==> config.mk <==
export PLATFORM = sky130hd
export DESIGN_NAME = ospf_interface_fsm_dr_election
export DESIGN_NICKNAME = d
export VERILOG_FILES = /design/src/rtl/ospfdr_pkg.sv /design/src/rtl/ospf_interface_fsm_dr_election.sv
export SDC_FILE = /design/constraint.sdc
export NUM_CORES = 2
export LEC_CHECK = 0
export ABC_AREA = 1
export BUFFER_PORTS_ARGS = -buffer_cell sky130_fd_sc_hd__buf_2
export CAP_MARGIN = 25
export CORE_MARGIN = 5
export CORE_UTILIZATION = 55
export DETAILED_ROUTE_END_ITERATION = 12
export PLACE_DENSITY = 0.78
export RECOVER_POWER = 50
export SLEW_MARGIN = 20
export SYNTH_ARGS = -nofsm -noshare
export SYNTH_HDL_FRONTEND = slang
export SYNTH_SLANG_ARGS = --single-unit
==> constraint.sdc <==
create_clock -name clk_i -period 21.9 [get_ports clk_i]
set_input_delay 2.19 -clock clk_i [delete_from_list [all_inputs] [get_ports clk_i]]
set_output_delay 2.19 -clock clk_i [all_outputs]
set_load 0.005 [all_outputs]
==> src/rtl/ospfdr_pkg.sv <==
`timescale 1ns / 1ps

package ospfdr_pkg;

  // Neighbor table depth
  localparam int NEIGHBORS = 16;
  localparam int IDX_W     = (NEIGHBORS > 1) ? $clog2(NEIGHBORS) : 1;
  // Scan counter runs 0 .. NEIGHBORS+1 (table read latency plus local router)
  localparam int CNT_W     = $clog2(NEIGHBORS + 2);

  localparam int KIND_W   = 3;
  localparam int SLOT_W   = 4;
  localparam int PRI_W    = 8;
  localparam int ID_W     = 32;
  localparam int STATE_W  = 3;
  localparam int IN_DW    = 144;
  localparam int OUT_DW   = 72;
  localparam int CFG_AW   = 4;
  localparam int CFG_DW   = 32;

  typedef enum logic [KIND_W-1:0] {
    EV_NBR_WRITE = 3'd0,
    EV_UP        = 3'd1,
    EV_WAIT      = 3'd2,
    EV_BACKUP    = 3'd3,
    EV_NBR_CHG   = 3'd4,
    EV_LOOP      = 3'd5,
    EV_UNLOOP    = 3'd6,
    EV_DOWN      = 3'd7
  } kind_e;

  typedef enum logic [STATE_W-1:0] {
    IF_DOWN     = 3'd0,
    IF_LOOPBACK = 3'd1,
    IF_WAITING  = 3'd2,
    IF_P2P      = 3'd3,
    IF_DROTHER  = 3'd4,
    IF_BACKUP   = 3'd5,
    IF_DR       = 3'd6
  } ifs_e;

  typedef enum logic [1:0] {
    CFG_PRIORITY  = 2'd0,
    CFG_ROUTER_ID = 2'd1,
    CFG_ADDRESS   = 2'd2
  } cfg_idx_e;

  typedef enum logic [2:0] {
    SQ_IDLE,
    SQ_SCAN1,
    SQ_RES1,
    SQ_SCAN2,
    SQ_RES2,
    SQ_EMIT
  } seq_e;

  // One neighbor table entry (valid bit kept apart in flops)
  typedef struct packed {
    logic             two_way;
    logic [PRI_W-1:0] pri;
    logic [ID_W-1:0]  rid;
    logic [ID_W-1:0]  addr;
    logic [ID_W-1:0]  ddr;
    logic [ID_W-1:0]  dbdr;
  } nbr_t;

  typedef struct packed {
    logic             live;
    logic [PRI_W-1:0] pri;
    logic [ID_W-1:0]  rid;
    logic [ID_W-1:0]  addr;
    logic [ID_W-1:0]  ddr;
    logic [ID_W-1:0]  dbdr;
  } cand_t;

  typedef struct packed {
    logic             found;
    logic [PRI_W-1:0] pri;
    logic [ID_W-1:0]  rid;
    logic [ID_W-1:0]  addr;
  } best_t;

  // Priority first, router id second; ties keep the earlier one
  function automatic logic rank_above(input cand_t c, input best_t b);
    return {c.pri, c.rid} > {b.pri, b.rid};
  endfunction

endpackage

==> src/rtl/ospf_interface_fsm_dr_election.sv <==
`timescale 1ns / 1ps

// OSPF interface state machine with DR/BDR election.
// Input beats (s_axis) carry a neighbor table write or an interface event
// (kind in tuser). Every input beat yields exactly one output beat (m_axis)
// with the interface state, DR, BDR and two status flags.
// The APB port sets local priority, router id and address; write it only
// while no beat is in flight.
// A table write or a plain event goes from accept through the emit state
// into the result register. An event that runs an election walks the table
// once (scan, result, emit); when no candidate declares itself DR a second
// walk (scan, result) picks the BDR before the emit state.
// The next beat is taken in the cycle after the result register is loaded.
// The walk reads one table entry per cycle from the entry memory and feeds it
// to one set of running-best comparators; that walk sets the rate.
// s_axis_tready is high only while the sequencer is idle; a result waiting in
// the output register does not block acceptance, but the next result waits
// until the receiver takes the previous one.
// Reset: interface down, DR/BDR zero, all table entries invalid, priority 1.

module ospf_interface_fsm_dr_election (
  input  logic                          clk_i,
  input  logic                          rst_ni,
  // slot[3:0], entry_valid[4], entry_two_way[5], entry_priority[13:6],
  // entry_router_id[45:14], entry_address[77:46], entry_declared_dr[109:78],
  // entry_declared_bdr[141:110], zero pad
  input  logic [ospfdr_pkg::IN_DW-1:0]  s_axis_tdata,
  // kind[2:0]
  input  logic [ospfdr_pkg::KIND_W-1:0] s_axis_tuser,
  input  logic                          s_axis_tvalid,
  output logic                          s_axis_tready,
  // iface_state[2:0], current_dr[34:3], current_bdr[66:35],
  // state_changed[67], election_ran[68], zero pad
  output logic [ospfdr_pkg::OUT_DW-1:0] m_axis_tdata,
  output logic                          m_axis_tvalid,
  input  logic                          m_axis_tready,
  input  logic                          psel,
  input  logic                          penable,
  input  logic                          pwrite,
  input  logic [ospfdr_pkg::CFG_AW-1:0] paddr,
  input  logic [ospfdr_pkg::CFG_DW-1:0] pwdata,
  output logic [ospfdr_pkg::CFG_DW-1:0] prdata,
  output logic                          pready
);
  import ospfdr_pkg::*;

  localparam logic [CNT_W-1:0] CNT_LAST_NBR = CNT_W'(NEIGHBORS);
  localparam logic [CNT_W-1:0] CNT_LOCAL    = CNT_W'(NEIGHBORS + 1);

  // ---------------- configuration ----------------
  logic [PRI_W-1:0] loc_pri_q;
  logic [ID_W-1:0]  loc_rid_q, loc_addr_q;
  logic             cfg_wr;

  assign pready = 1'b1;
  assign cfg_wr = psel && penable && pwrite;

  always_ff @(posedge clk_i or negedge rst_ni) begin
    if (!rst_ni) begin
      loc_pri_q  <= PRI_W'(1);
      loc_rid_q  <= '0;
      loc_addr_q <= '0;
    end else if (cfg_wr) begin
      case (cfg_idx_e'(paddr[3:2]))
        CFG_PRIORITY:  loc_pri_q  <= pwdata[PRI_W-1:0];
        CFG_ROUTER_ID: loc_rid_q  <= pwdata;
        CFG_ADDRESS:   loc_addr_q <= pwdata;
        default: ;
      endcase
    end
  end

  always_comb begin
    case (cfg_idx_e'(paddr[3:2]))
      CFG_PRIORITY:  prdata = {{(CFG_DW-PRI_W){1'b0}}, loc_pri_q};
      CFG_ROUTER_ID: prdata = loc_rid_q;
      CFG_ADDRESS:   prdata = loc_addr_q;
      default:       prdata = '0;
    endcase
  end

  // ---------------- input beat fields ----------------
  kind_e            in_kind;
  logic [SLOT_W-1:0] in_slot;
  logic             in_valid, s_acc, slot_ok;
  nbr_t             in_ent;

  assign in_kind          = kind_e'(s_axis_tuser);
  assign in_slot          = s_axis_tdata[3:0];
  assign in_valid         = s_axis_tdata[4];
  assign in_ent.two_way   = s_axis_tdata[5];
  assign in_ent.pri       = s_axis_tdata[13:6];
  assign in_ent.rid       = s_axis_tdata[45:14];
  assign in_ent.addr      = s_axis_tdata[77:46];
  assign in_ent.ddr       = s_axis_tdata[109:78];
  assign in_ent.dbdr      = s_axis_tdata[141:110];
  assign slot_ok          = {5'd0, in_slot} < 9'(NEIGHBORS);
  assign s_acc            = s_axis_tvalid && s_axis_tready;

  // ---------------- sequencer state ----------------
  seq_e             sq_q, sq_d;
  ifs_e             ifs_q, ifs_d, before_q, before_d;
  logic [ID_W-1:0]  dr_q, dr_d, bdr_q, bdr_d, edr_q, edr_d;
  logic             ran_q, ran_d;
  logic [CNT_W-1:0] cnt_q, cnt_d;
  logic [NEIGHBORS-1:0] nbr_vld_q;

  // Entry memory, one registered read port walked by the counter
  nbr_t             nbr_mem [NEIGHBORS];
  nbr_t             rd_q;
  logic             rd_v_q;
  logic             scanning;
  logic [IDX_W-1:0] rd_idx;

  assign scanning = (sq_q == SQ_SCAN1) || (sq_q == SQ_SCAN2);
  assign rd_idx   = cnt_q[IDX_W-1:0];

  always_ff @(posedge clk_i) begin
    if (s_acc && in_kind == EV_NBR_WRITE && slot_ok && in_valid) begin
      nbr_mem[IDX_W'(in_slot)] <= in_ent;
    end
    rd_q <= nbr_mem[rd_idx];
  end

  always_ff @(posedge clk_i or negedge rst_ni) begin
    if (!rst_ni) begin
      nbr_vld_q <= '0;
      rd_v_q    <= 1'b0;
    end else begin
      rd_v_q <= scanning && (cnt_q < CNT_LAST_NBR) && nbr_vld_q[rd_idx];
      if (s_acc && in_kind == EV_DOWN) begin
        nbr_vld_q <= '0;
      end else if (s_acc && in_kind == EV_NBR_WRITE && slot_ok) begin
        nbr_vld_q[IDX_W'(in_slot)] <= in_valid;
      end
    end
  end

  // ---------------- candidate and running-best trackers ----------------
  cand_t cand;
  logic  cand_self_dr, cand_self_bdr;
  logic  q0, q1, q2;
  best_t trk0_q, trk1_q, trk2_q, trk0_d, trk1_d, trk2_d;

  always_comb begin
    if (cnt_q == CNT_LOCAL) begin
      cand.live = (loc_pri_q != '0);
      cand.pri  = loc_pri_q;
      cand.rid  = loc_rid_q;
      cand.addr = loc_addr_q;
      cand.ddr  = dr_q;
      cand.dbdr = bdr_q;
    end else begin
      cand.live = rd_v_q && rd_q.two_way && (rd_q.pri != '0);
      cand.pri  = rd_q.pri;
      cand.rid  = rd_q.rid;
      cand.addr = rd_q.addr;
      cand.ddr  = rd_q.ddr;
      cand.dbdr = rd_q.dbdr;
    end
  end

  assign cand_self_dr  = (cand.ddr == cand.addr);
  assign cand_self_bdr = (cand.dbdr == cand.addr);
  // tracker 0: self-declared BDR on walk 1, any address but the new DR on walk 2
  assign q0 = cand.live && ((sq_q == SQ_SCAN2) ? (cand.addr != edr_q)
                                               : (!cand_self_dr && cand_self_bdr));
  assign q1 = cand.live && (sq_q == SQ_SCAN1) && !cand_self_dr;
  assign q2 = cand.live && (sq_q == SQ_SCAN1) && cand_self_dr;

  always_comb begin
    trk0_d = trk0_q;
    trk1_d = trk1_q;
    trk2_d = trk2_q;
    if (scanning) begin
      if (q0 && (!trk0_q.found || rank_above(cand, trk0_q))) begin
        trk0_d = '{found: 1'b1, pri: cand.pri, rid: cand.rid, addr: cand.addr};
      end
      if (q1 && (!trk1_q.found || rank_above(cand, trk1_q))) begin
        trk1_d = '{found: 1'b1, pri: cand.pri, rid: cand.rid, addr: cand.addr};
      end
      if (q2 && (!trk2_q.found || rank_above(cand, trk2_q))) begin
        trk2_d = '{found: 1'b1, pri: cand.pri, rid: cand.rid, addr: cand.addr};
      end
    end
    // start of a walk clears all three trackers
    if (sq_q == SQ_IDLE || sq_q == SQ_RES1) begin
      trk0_d.found = 1'b0;
      trk1_d.found = 1'b0;
      trk2_d.found = 1'b0;
    end
  end

  // ---------------- result of walk 1 ----------------
  logic [ID_W-1:0] bdr_first, bdr_any, dr_self;
  assign bdr_any   = trk1_q.found ? trk1_q.addr : '0;
  assign bdr_first = (trk0_q.found && trk0_q.addr != '0) ? trk0_q.addr : bdr_any;
  assign dr_self   = trk2_q.found ? trk2_q.addr : '0;

  function automatic ifs_e role_of(input logic [ID_W-1:0] me,
                                   input logic [ID_W-1:0] dr,
                                   input logic [ID_W-1:0] bdr);
    if (me == dr) return IF_DR;
    else if (me == bdr) return IF_BACKUP;
    else return IF_DROTHER;
  endfunction

  // ---------------- output register ----------------
  logic             m_vld_q;
  ifs_e             m_st_q;
  logic [ID_W-1:0]  m_dr_q, m_bdr_q;
  logic             m_chg_q, m_ran_q;
  logic             emit;

  assign emit = (sq_q == SQ_EMIT) && (!m_vld_q || m_axis_tready);

  // ---------------- next state ----------------
  always_comb begin
    sq_d     = sq_q;
    ifs_d    = ifs_q;
    before_d = before_q;
    dr_d     = dr_q;
    bdr_d    = bdr_q;
    edr_d    = edr_q;
    ran_d    = ran_q;
    cnt_d    = '0;
    s_axis_tready = (sq_q == SQ_IDLE);
    unique case (sq_q)
      SQ_IDLE: begin
        if (s_axis_tvalid) begin
          before_d = ifs_q;
          ran_d    = 1'b0;
          sq_d     = SQ_EMIT;
          case (in_kind)
            EV_UP:     ifs_d = (loc_pri_q == '0) ? IF_DROTHER : IF_WAITING;
            EV_WAIT, EV_BACKUP: begin
              if (ifs_q == IF_WAITING) begin
                ran_d = 1'b1;
                sq_d  = SQ_SCAN1;
              end
            end
            EV_NBR_CHG: begin
              if (ifs_q >= IF_DROTHER) begin
                ran_d = 1'b1;
                sq_d  = SQ_SCAN1;
              end
            end
            EV_LOOP:   ifs_d = IF_LOOPBACK;
            EV_UNLOOP: ifs_d = IF_DOWN;
            EV_DOWN:   ifs_d = IF_DOWN;
            default: ;
          endcase
        end
      end
      SQ_SCAN1, SQ_SCAN2: begin
        if (cnt_q == CNT_LOCAL) begin
          sq_d = (sq_q == SQ_SCAN1) ? SQ_RES1 : SQ_RES2;
        end else begin
          cnt_d = cnt_q + CNT_W'(1);
        end
      end
      SQ_RES1: begin
        if (dr_self == '0) begin
          edr_d = bdr_first;
          sq_d  = SQ_SCAN2;
        end else begin
          dr_d  = dr_self;
          bdr_d = bdr_first;
          ifs_d = role_of(loc_addr_q, dr_self, bdr_first);
          sq_d  = SQ_EMIT;
        end
      end
      SQ_RES2: begin
        dr_d  = edr_q;
        bdr_d = trk0_q.found ? trk0_q.addr : '0;
        ifs_d = role_of(loc_addr_q, edr_q, bdr_d);
        sq_d  = SQ_EMIT;
      end
      SQ_EMIT: begin
        if (emit) sq_d = SQ_IDLE;
      end
      default: sq_d = SQ_IDLE;
    endcase
  end

  always_ff @(posedge clk_i or negedge rst_ni) begin
    if (!rst_ni) begin
      sq_q     <= SQ_IDLE;
      ifs_q    <= IF_DOWN;
      before_q <= IF_DOWN;
      dr_q     <= '0;
      bdr_q    <= '0;
      ran_q    <= 1'b0;
      cnt_q    <= '0;
      m_vld_q  <= 1'b0;
    end else begin
      sq_q     <= sq_d;
      ifs_q    <= ifs_d;
      before_q <= before_d;
      dr_q     <= dr_d;
      bdr_q    <= bdr_d;
      ran_q    <= ran_d;
      cnt_q    <= cnt_d;
      if (emit) m_vld_q <= 1'b1;
      else if (m_axis_tready) m_vld_q <= 1'b0;
    end
  end

  always_ff @(posedge clk_i) begin
    edr_q  <= edr_d;
    trk0_q <= trk0_d;
    trk1_q <= trk1_d;
    trk2_q <= trk2_d;
    if (emit) begin
      m_st_q  <= ifs_q;
      m_dr_q  <= dr_q;
      m_bdr_q <= bdr_q;
      m_chg_q <= (ifs_q != before_q);
      m_ran_q <= ran_q;
    end
  end

  assign m_axis_tvalid = m_vld_q;
  assign m_axis_tdata  = {3'b000, m_ran_q, m_chg_q, m_bdr_q, m_dr_q, m_st_q};

  // ---------------- assertions ----------------
  a_down_clears: assert property (@(posedge clk_i) disable iff (!rst_ni)
      s_acc && in_kind == EV_DOWN |=> nbr_vld_q == '0)
    else $error("down event left table entries valid");

  a_busy_after_accept: assert property (@(posedge clk_i) disable iff (!rst_ni)
      s_acc |=> !s_axis_tready)
    else $error("accepted a beat while the previous one is in work");

  a_ran_role: assert property (@(posedge clk_i) disable iff (!rst_ni)
      m_vld_q && m_ran_q |->
        (m_st_q == IF_DR || m_st_q == IF_BACKUP || m_st_q == IF_DROTHER))
    else $error("election result without a DR, Backup or DROther state");

  a_cnt_range: assert property (@(posedge clk_i) disable iff (!rst_ni)
      cnt_q <= CNT_LOCAL)
    else $error("scan counter past the local router step");

  a_scan_only_counts: assert property (@(posedge clk_i) disable iff (!rst_ni)
      !scanning |=> cnt_q == '0)
    else $error("scan counter moved outside a table walk");

endmodule
**Yosys cells after proc, flatten, opt, wreduce, memory -nomap -nowiden**

Memory sizes are Yosys's and may differ from the RTL's. A register that Yosys moved wholly into a read port is not among the register bits.
Cells that the tools add are included.

- Register bits after elaboration: 489
- RAM bits: 2192
- Input port bits: 190
- Output and inout bits: 107
- Word-level logic and storage cells: 173
- Memories: 1

Memories:

| memory | depth | bits a word | rd ports | clocked after Yosys merged registers in | wr ports | line | source |
|---|---|---|---|---|---|---|---|
| nbr_mem | 16 | 137 | 1 | 1 | 1 | ospf_interface_fsm_dr_election.sv:109 | `nbr_t nbr_mem [NEIGHBORS];` |

- $add $sub $neg: 1
- $lt $le $gt $ge: 8
- Equal/unequal tests: 29
- Multiplexer cells: 45
- Reductions and logical operators: 58

Operator list:

| cell | number |
|---|---|
| == test 32 bit | 6 |
| 2-to-1 mux 32 bit | 6 |
| 2-to-1 mux 137 bit | 1 |
| one-hot mux 32 bit (2 select lines) | 2 |
| greater-than comparator 40 bit | 3 |
| one-hot mux 32 bit (3 select lines) | 1 |
| zero test 32 bit | 1 |
| 2-to-1 mux 16 bit | 2 |
| != test 32 bit | 1 |
| nonzero test 32 bit | 1 |
| 2-to-1 mux 3 bit | 10 |
| logical AND 1 bit | 21 |
| == test 3 bit, second input constant | 6 |
| one-hot mux 3 bit (3 select lines) | 2 |
| AND reduction 2 bit | 9 |
| bitwise mux 16 bit | 1 |
| nonzero test 8 bit | 2 |
| == test 3 x 2 -> 1 bit, second input constant | 5 |
| one-hot mux 3 bit (5 select lines) | 1 |
| 2-to-1 mux 1 bit | 11 |
| < comparator 4 x 5 -> 1 bit, second input constant | 2 |
| 2-to-1 mux 5 bit | 2 |
| zero test 8 bit | 1 |
| != test 2 bit, second input constant | 4 |
| 24 further kinds | 40 |

**Depth between registers and ports, before layout**

- Depth in word-level cells: 10
- Depth in mapped cells: 25
- Depth with buffers taken out: 20

**Worst setup path after synthesis**

Ideal clock, no wire load.

- Path kind: input-to-reg
- From: in s_axis_tvalid
- To: mem nbr_mem[10][0] (netlist bit) (enable)
- Setup time: 0.972 ns
- Data arrival time: 15.720 ns
- Data required time: 20.928 ns
- Path slack: 5.207 ns
- Cell stages on the path: 6
- Path buffers: 0
- Path through: inv_1 nor2_2 inv_2 nor3_4 inv_2 nor4_1

- Longest elaborated chain between the ends: 5

Ends and longest elaborated chain:

| what | line | source |
|---|---|---|
| start, declared | ospf_interface_fsm_dr_election.sv:30 | `input logic s_axis_tvalid,` |
| logical AND 1 bit | ospf_interface_fsm_dr_election.sv:98 | `assign s_acc = s_axis_tvalid && s_axis_tready;` |
| logical AND 1 bit (2 in a row) | ospf_interface_fsm_dr_election.sv:119 | `if (s_acc && in_kind == EV_NBR_WRITE && slot_ok && in_valid) begin` |
| 2-to-1 mux 1 bit | ospf_interface_fsm_dr_election.sv:119 |  |
| 2-to-1 mux 1 bit (not written as such) | ospf_interface_fsm_dr_election.sv:120 | `nbr_mem[IDX_W'(in_slot)] <= in_ent;` |
| end, declared | ospf_interface_fsm_dr_election.sv:109 |  |

No other way between the ends.

==> summary.md <==
| Metric | Value |
|---|---|
| Status | finished with violations |
| Failing checks | capacitance limit, slew limit |
| Layer with the highest usage | met2 |
| Vias in the first global route | 73686 |
| Req. time, crit path | 22.38 ns |
| Port Buffers | 288 |
| Synth cell types | 54 |
| Die width | 461.6 um |
| Initial DRC Count | 12322 |
| Clk slew on worst S/H paths | 0.06 ns |
| Global-route wire length before repair | 490700 um |
| First-pass iteration count of the detailed router | 8 |
| Share of flip-flops with an asynchronous set or reset | 5.997% |
| DIE AREA | 0.2130 mm2 |
| Worst-Skew Late Latency | 0.94 ns |
| Main synth FF type | edfxtp_1 |
| IO Pins | 297 |
| Final TNS setup | 0 ns |
| Synth warn | 0 |
| Routability cong. | 0.9756 |
| Worst VDD drop | 0.1390 mV |
| Drt via density | 6.464 |
| Least-Margin Pin Slew | 4.505 ns |
| Hold Crit Endpoint | m_dr_q[13] |
| Final Util | 61.82% |
| Final Hold Viols | 0 |
| Synth area leaders | edfxtp_1 67%, o21ai_0 5.0%, dfrtp_1 3.7% |
| CTS buffer count | 295 |
| Mapped Area | 0.1121 mm2 |
| Worst min-delay path class | register to register |
| Die Ht | 461.6 um |
| H-tree depth | 5 |
| Crit path DAT | 14.23 ns |
| Hold wc startpoint | dr_q[13] |
| Synth Register Bits | 2818 |
| Core area | 0.2025 mm2 |
| HPWL after DPL | 192500 um |
| DRT antenna net count | 0 |
| Slew Limit Headroom | -200.4% |
| Max-cap violations | 25 |
| Drt drc | 0 |
| Root buffer cell | clkbuf_16 |
| Clk sinks | 2818 |
| Pwr Density | 127.3 mW/mm2 |
| Crit Path Max Fanout | 100 |
| Nets | 9255 |
| Crit start category | register |
| DRT Wirelength | 341200 um |
| FF-to-FF Start | cnt_q[1] |
| Post-CTS resize count | 0 |
| Grt total ovfl | 0 |
| Initial antenna violation count | 77 |
| Hold buffers post-CTS | 0 |
| Setup-failing EPs final | 0 |
| Critical Path End Type | register |
| Tcrit/Tclk final | 62.78% |
| Post-synth EDFFs | 2509 |
| Clock skew | 0.08510 ns |
| RSZ-0062 raised after global routing | no |
| Overall routing resource usage | 31.41% |
| FILL cells | 14483 |
| Leak | 0.04317 uW |
| Share of cells above drive strength 1 | 7.500% |
| Slew Viols, Final | 1038 |
| Syn_area_per_cell | 12.78 um2 |
| Site row count | 165 |
| Initial Utilization | 55.37% |
| Syn-to-layout area delta | 11.65% |
| Largest net degree at the start of global routing | 218 |
| M2 GR Usage | 47.59% |
| R2R Setup Slk | 8.15 ns |
| Count leader, synth | edfxtp_1 |
| Post-synth top area share | 67.18% |
| Met3 Usage GRT | 8.364% |
| R2R depth | 14 |
| CTS tree | done |
| Total number of vias | 76866 |
| Seq/Total Area, Yosys | 73.45% |
| Top cells by count, synth | 2509 x edfxtp_1, 1110 x o21ai_0, 1031 x nand2_1 |
| Post-CTS setup buffer count | 0 |
| Final min period | 13.75 ns |
| Fmax | 72.73 MHz |
| Post-Syn Instances | 8772 |
| Hold depth | 0 |
| Area leader, netlist | edfxtp_1 |
| Clock Path Buffers | 4 |
| Wire per inst | 28.69 um |
| R2R Path End | trk2_q[46] |
| Met1 Resource Use GR | 43.31% |
| Critical Setup Path Class | register to register |
registers in the layout, summed over array words and instances, names as in the netlist, 3 cells and up:
register and cells:
nbr_mem 2192, before_q 3, nbr_vld_q 16, m_st_q 3, sq_q 3, m_dr_q 32
bdr_q 32, ifs_q 3, edr_q 32, loc_addr_q 32, m_bdr_q 32, dr_q 32
loc_pri_q 8, cnt_q 5, trk1_q 73, rd_q 137, trk2_q 73, trk0_q 73
loc_rid_q 32
cell type report:
type	count	area, um2	area share (%)
clock buffer	400	8198	6.547
timing repair buffer	407	2350	1.877
antenna	59	147.6	0.1179
inverter	440	1670	1.334
multi-input combinational	4981	26030	20.79
sequential	2818	82390	65.80
tap	2672	3343	2.670
clock inverter	114	1080	0.8624
per-stage QoR:
stage	setup WS [ns]	hold slack, ns	power [uW]	instance area, um2	cells
2_1_floorplan	5.207	0.4249	9227	112200	8774
3_3_place_gp	14.99	0.4326	10870	116100	11313
3_5_place_dp	14.90	0.4425	11000	116200	11315
4_1_cts	14.86	0.4562	15810	125400	11829
5_1_grt	7.545	0.4552	16550	125100	11866
6_report	8.150	0.4607	15950	125200	11891
worst max path at each step:
stage | start | end | slack (ns) | cells after the start
after detailed placement | cnt_q[0] | trk2_q[46] | 14.90 | 17
after CTS | cnt_q[0] | trk2_q[46] | 14.86 | 17
after global routing | cnt_q[1] | trk2_q[47] | 7.54 | 18
after global placement | cnt_q[0] | trk1_q[29] | 14.99 | 14
after floorplan | s_axis_tvalid | nbr_mem[10][0] | 5.21 | 6
final | cnt_q[1] | trk2_q[46] | 8.15 | 14
power by group:
| group | total (uW) | internal, uW | switching [uW] |
|---|---|---|---|
| clock | 4840 | 2840 | 2000 |
| sequential | 6700 | 6270 | 429 |
| combinational | 4400 | 1230 | 3170 |
cells by family after synthesis:
logic type | after synthesis | share of synthesized area [%]
fa+ha+maj | 122 | 1.361
compound gates | 2559 | 13.11
other cells | 2 | 0.006697
mux | 1 | 0.01004
flops | 2818 | 73.45
simple gates | 2192 | 7.838
buf+inv | 975 | 3.417
xor+xnor | 103 | 0.8044
per-layer routing:
metal	vias to the layer above	routed length, um	part of all wire [%]
met1	37606	123600	36
li1	32740	-	-
met2	5695	155000	45
met5	-	165	0.048
met3	803	48620	14
met4	22	13730	4.0
worst max-delay path, cell delays in order (launching register included):
cell and delay, ns:
dfrtp_4 0.45, clkinvlp_2 3.00, ha_1 1.48, nand2_1 0.12
clkinvlp_2 0.57, nand2_1 2.79, buf_4 0.93, o21ai_0 0.65
and2_1 0.37, nor3_1 0.28, nand4_1 0.24, nor2_1 0.39
nand3_1 0.36, a21oi_4 0.69, buf_4 0.82
cells in the final DEF, fill, tap and decap left out, types with 30 or more instances in the layout:
cell type,n
o21ai_1,30
edfxtp_1,2509
diode_2,59
nand3_1,136
o221ai_1,298
ha_1,122
dfxtp_1,139
clkbuf_1,270
buf_4,79
xnor2_1,57
o21ai_0,1119
dfrtp_1,165
xor2_1,46
clkbuf_16,304
nor2_1,855
clkinv_1,34
clkinv_2,40
o22ai_1,311
a31oi_1,42
inv_1,431
nand4_1,57
a21oi_1,664
nand2_1,1029
buf_2,105
nor3_1,42
No activity file was read; power rests on OpenSTA's default activity.
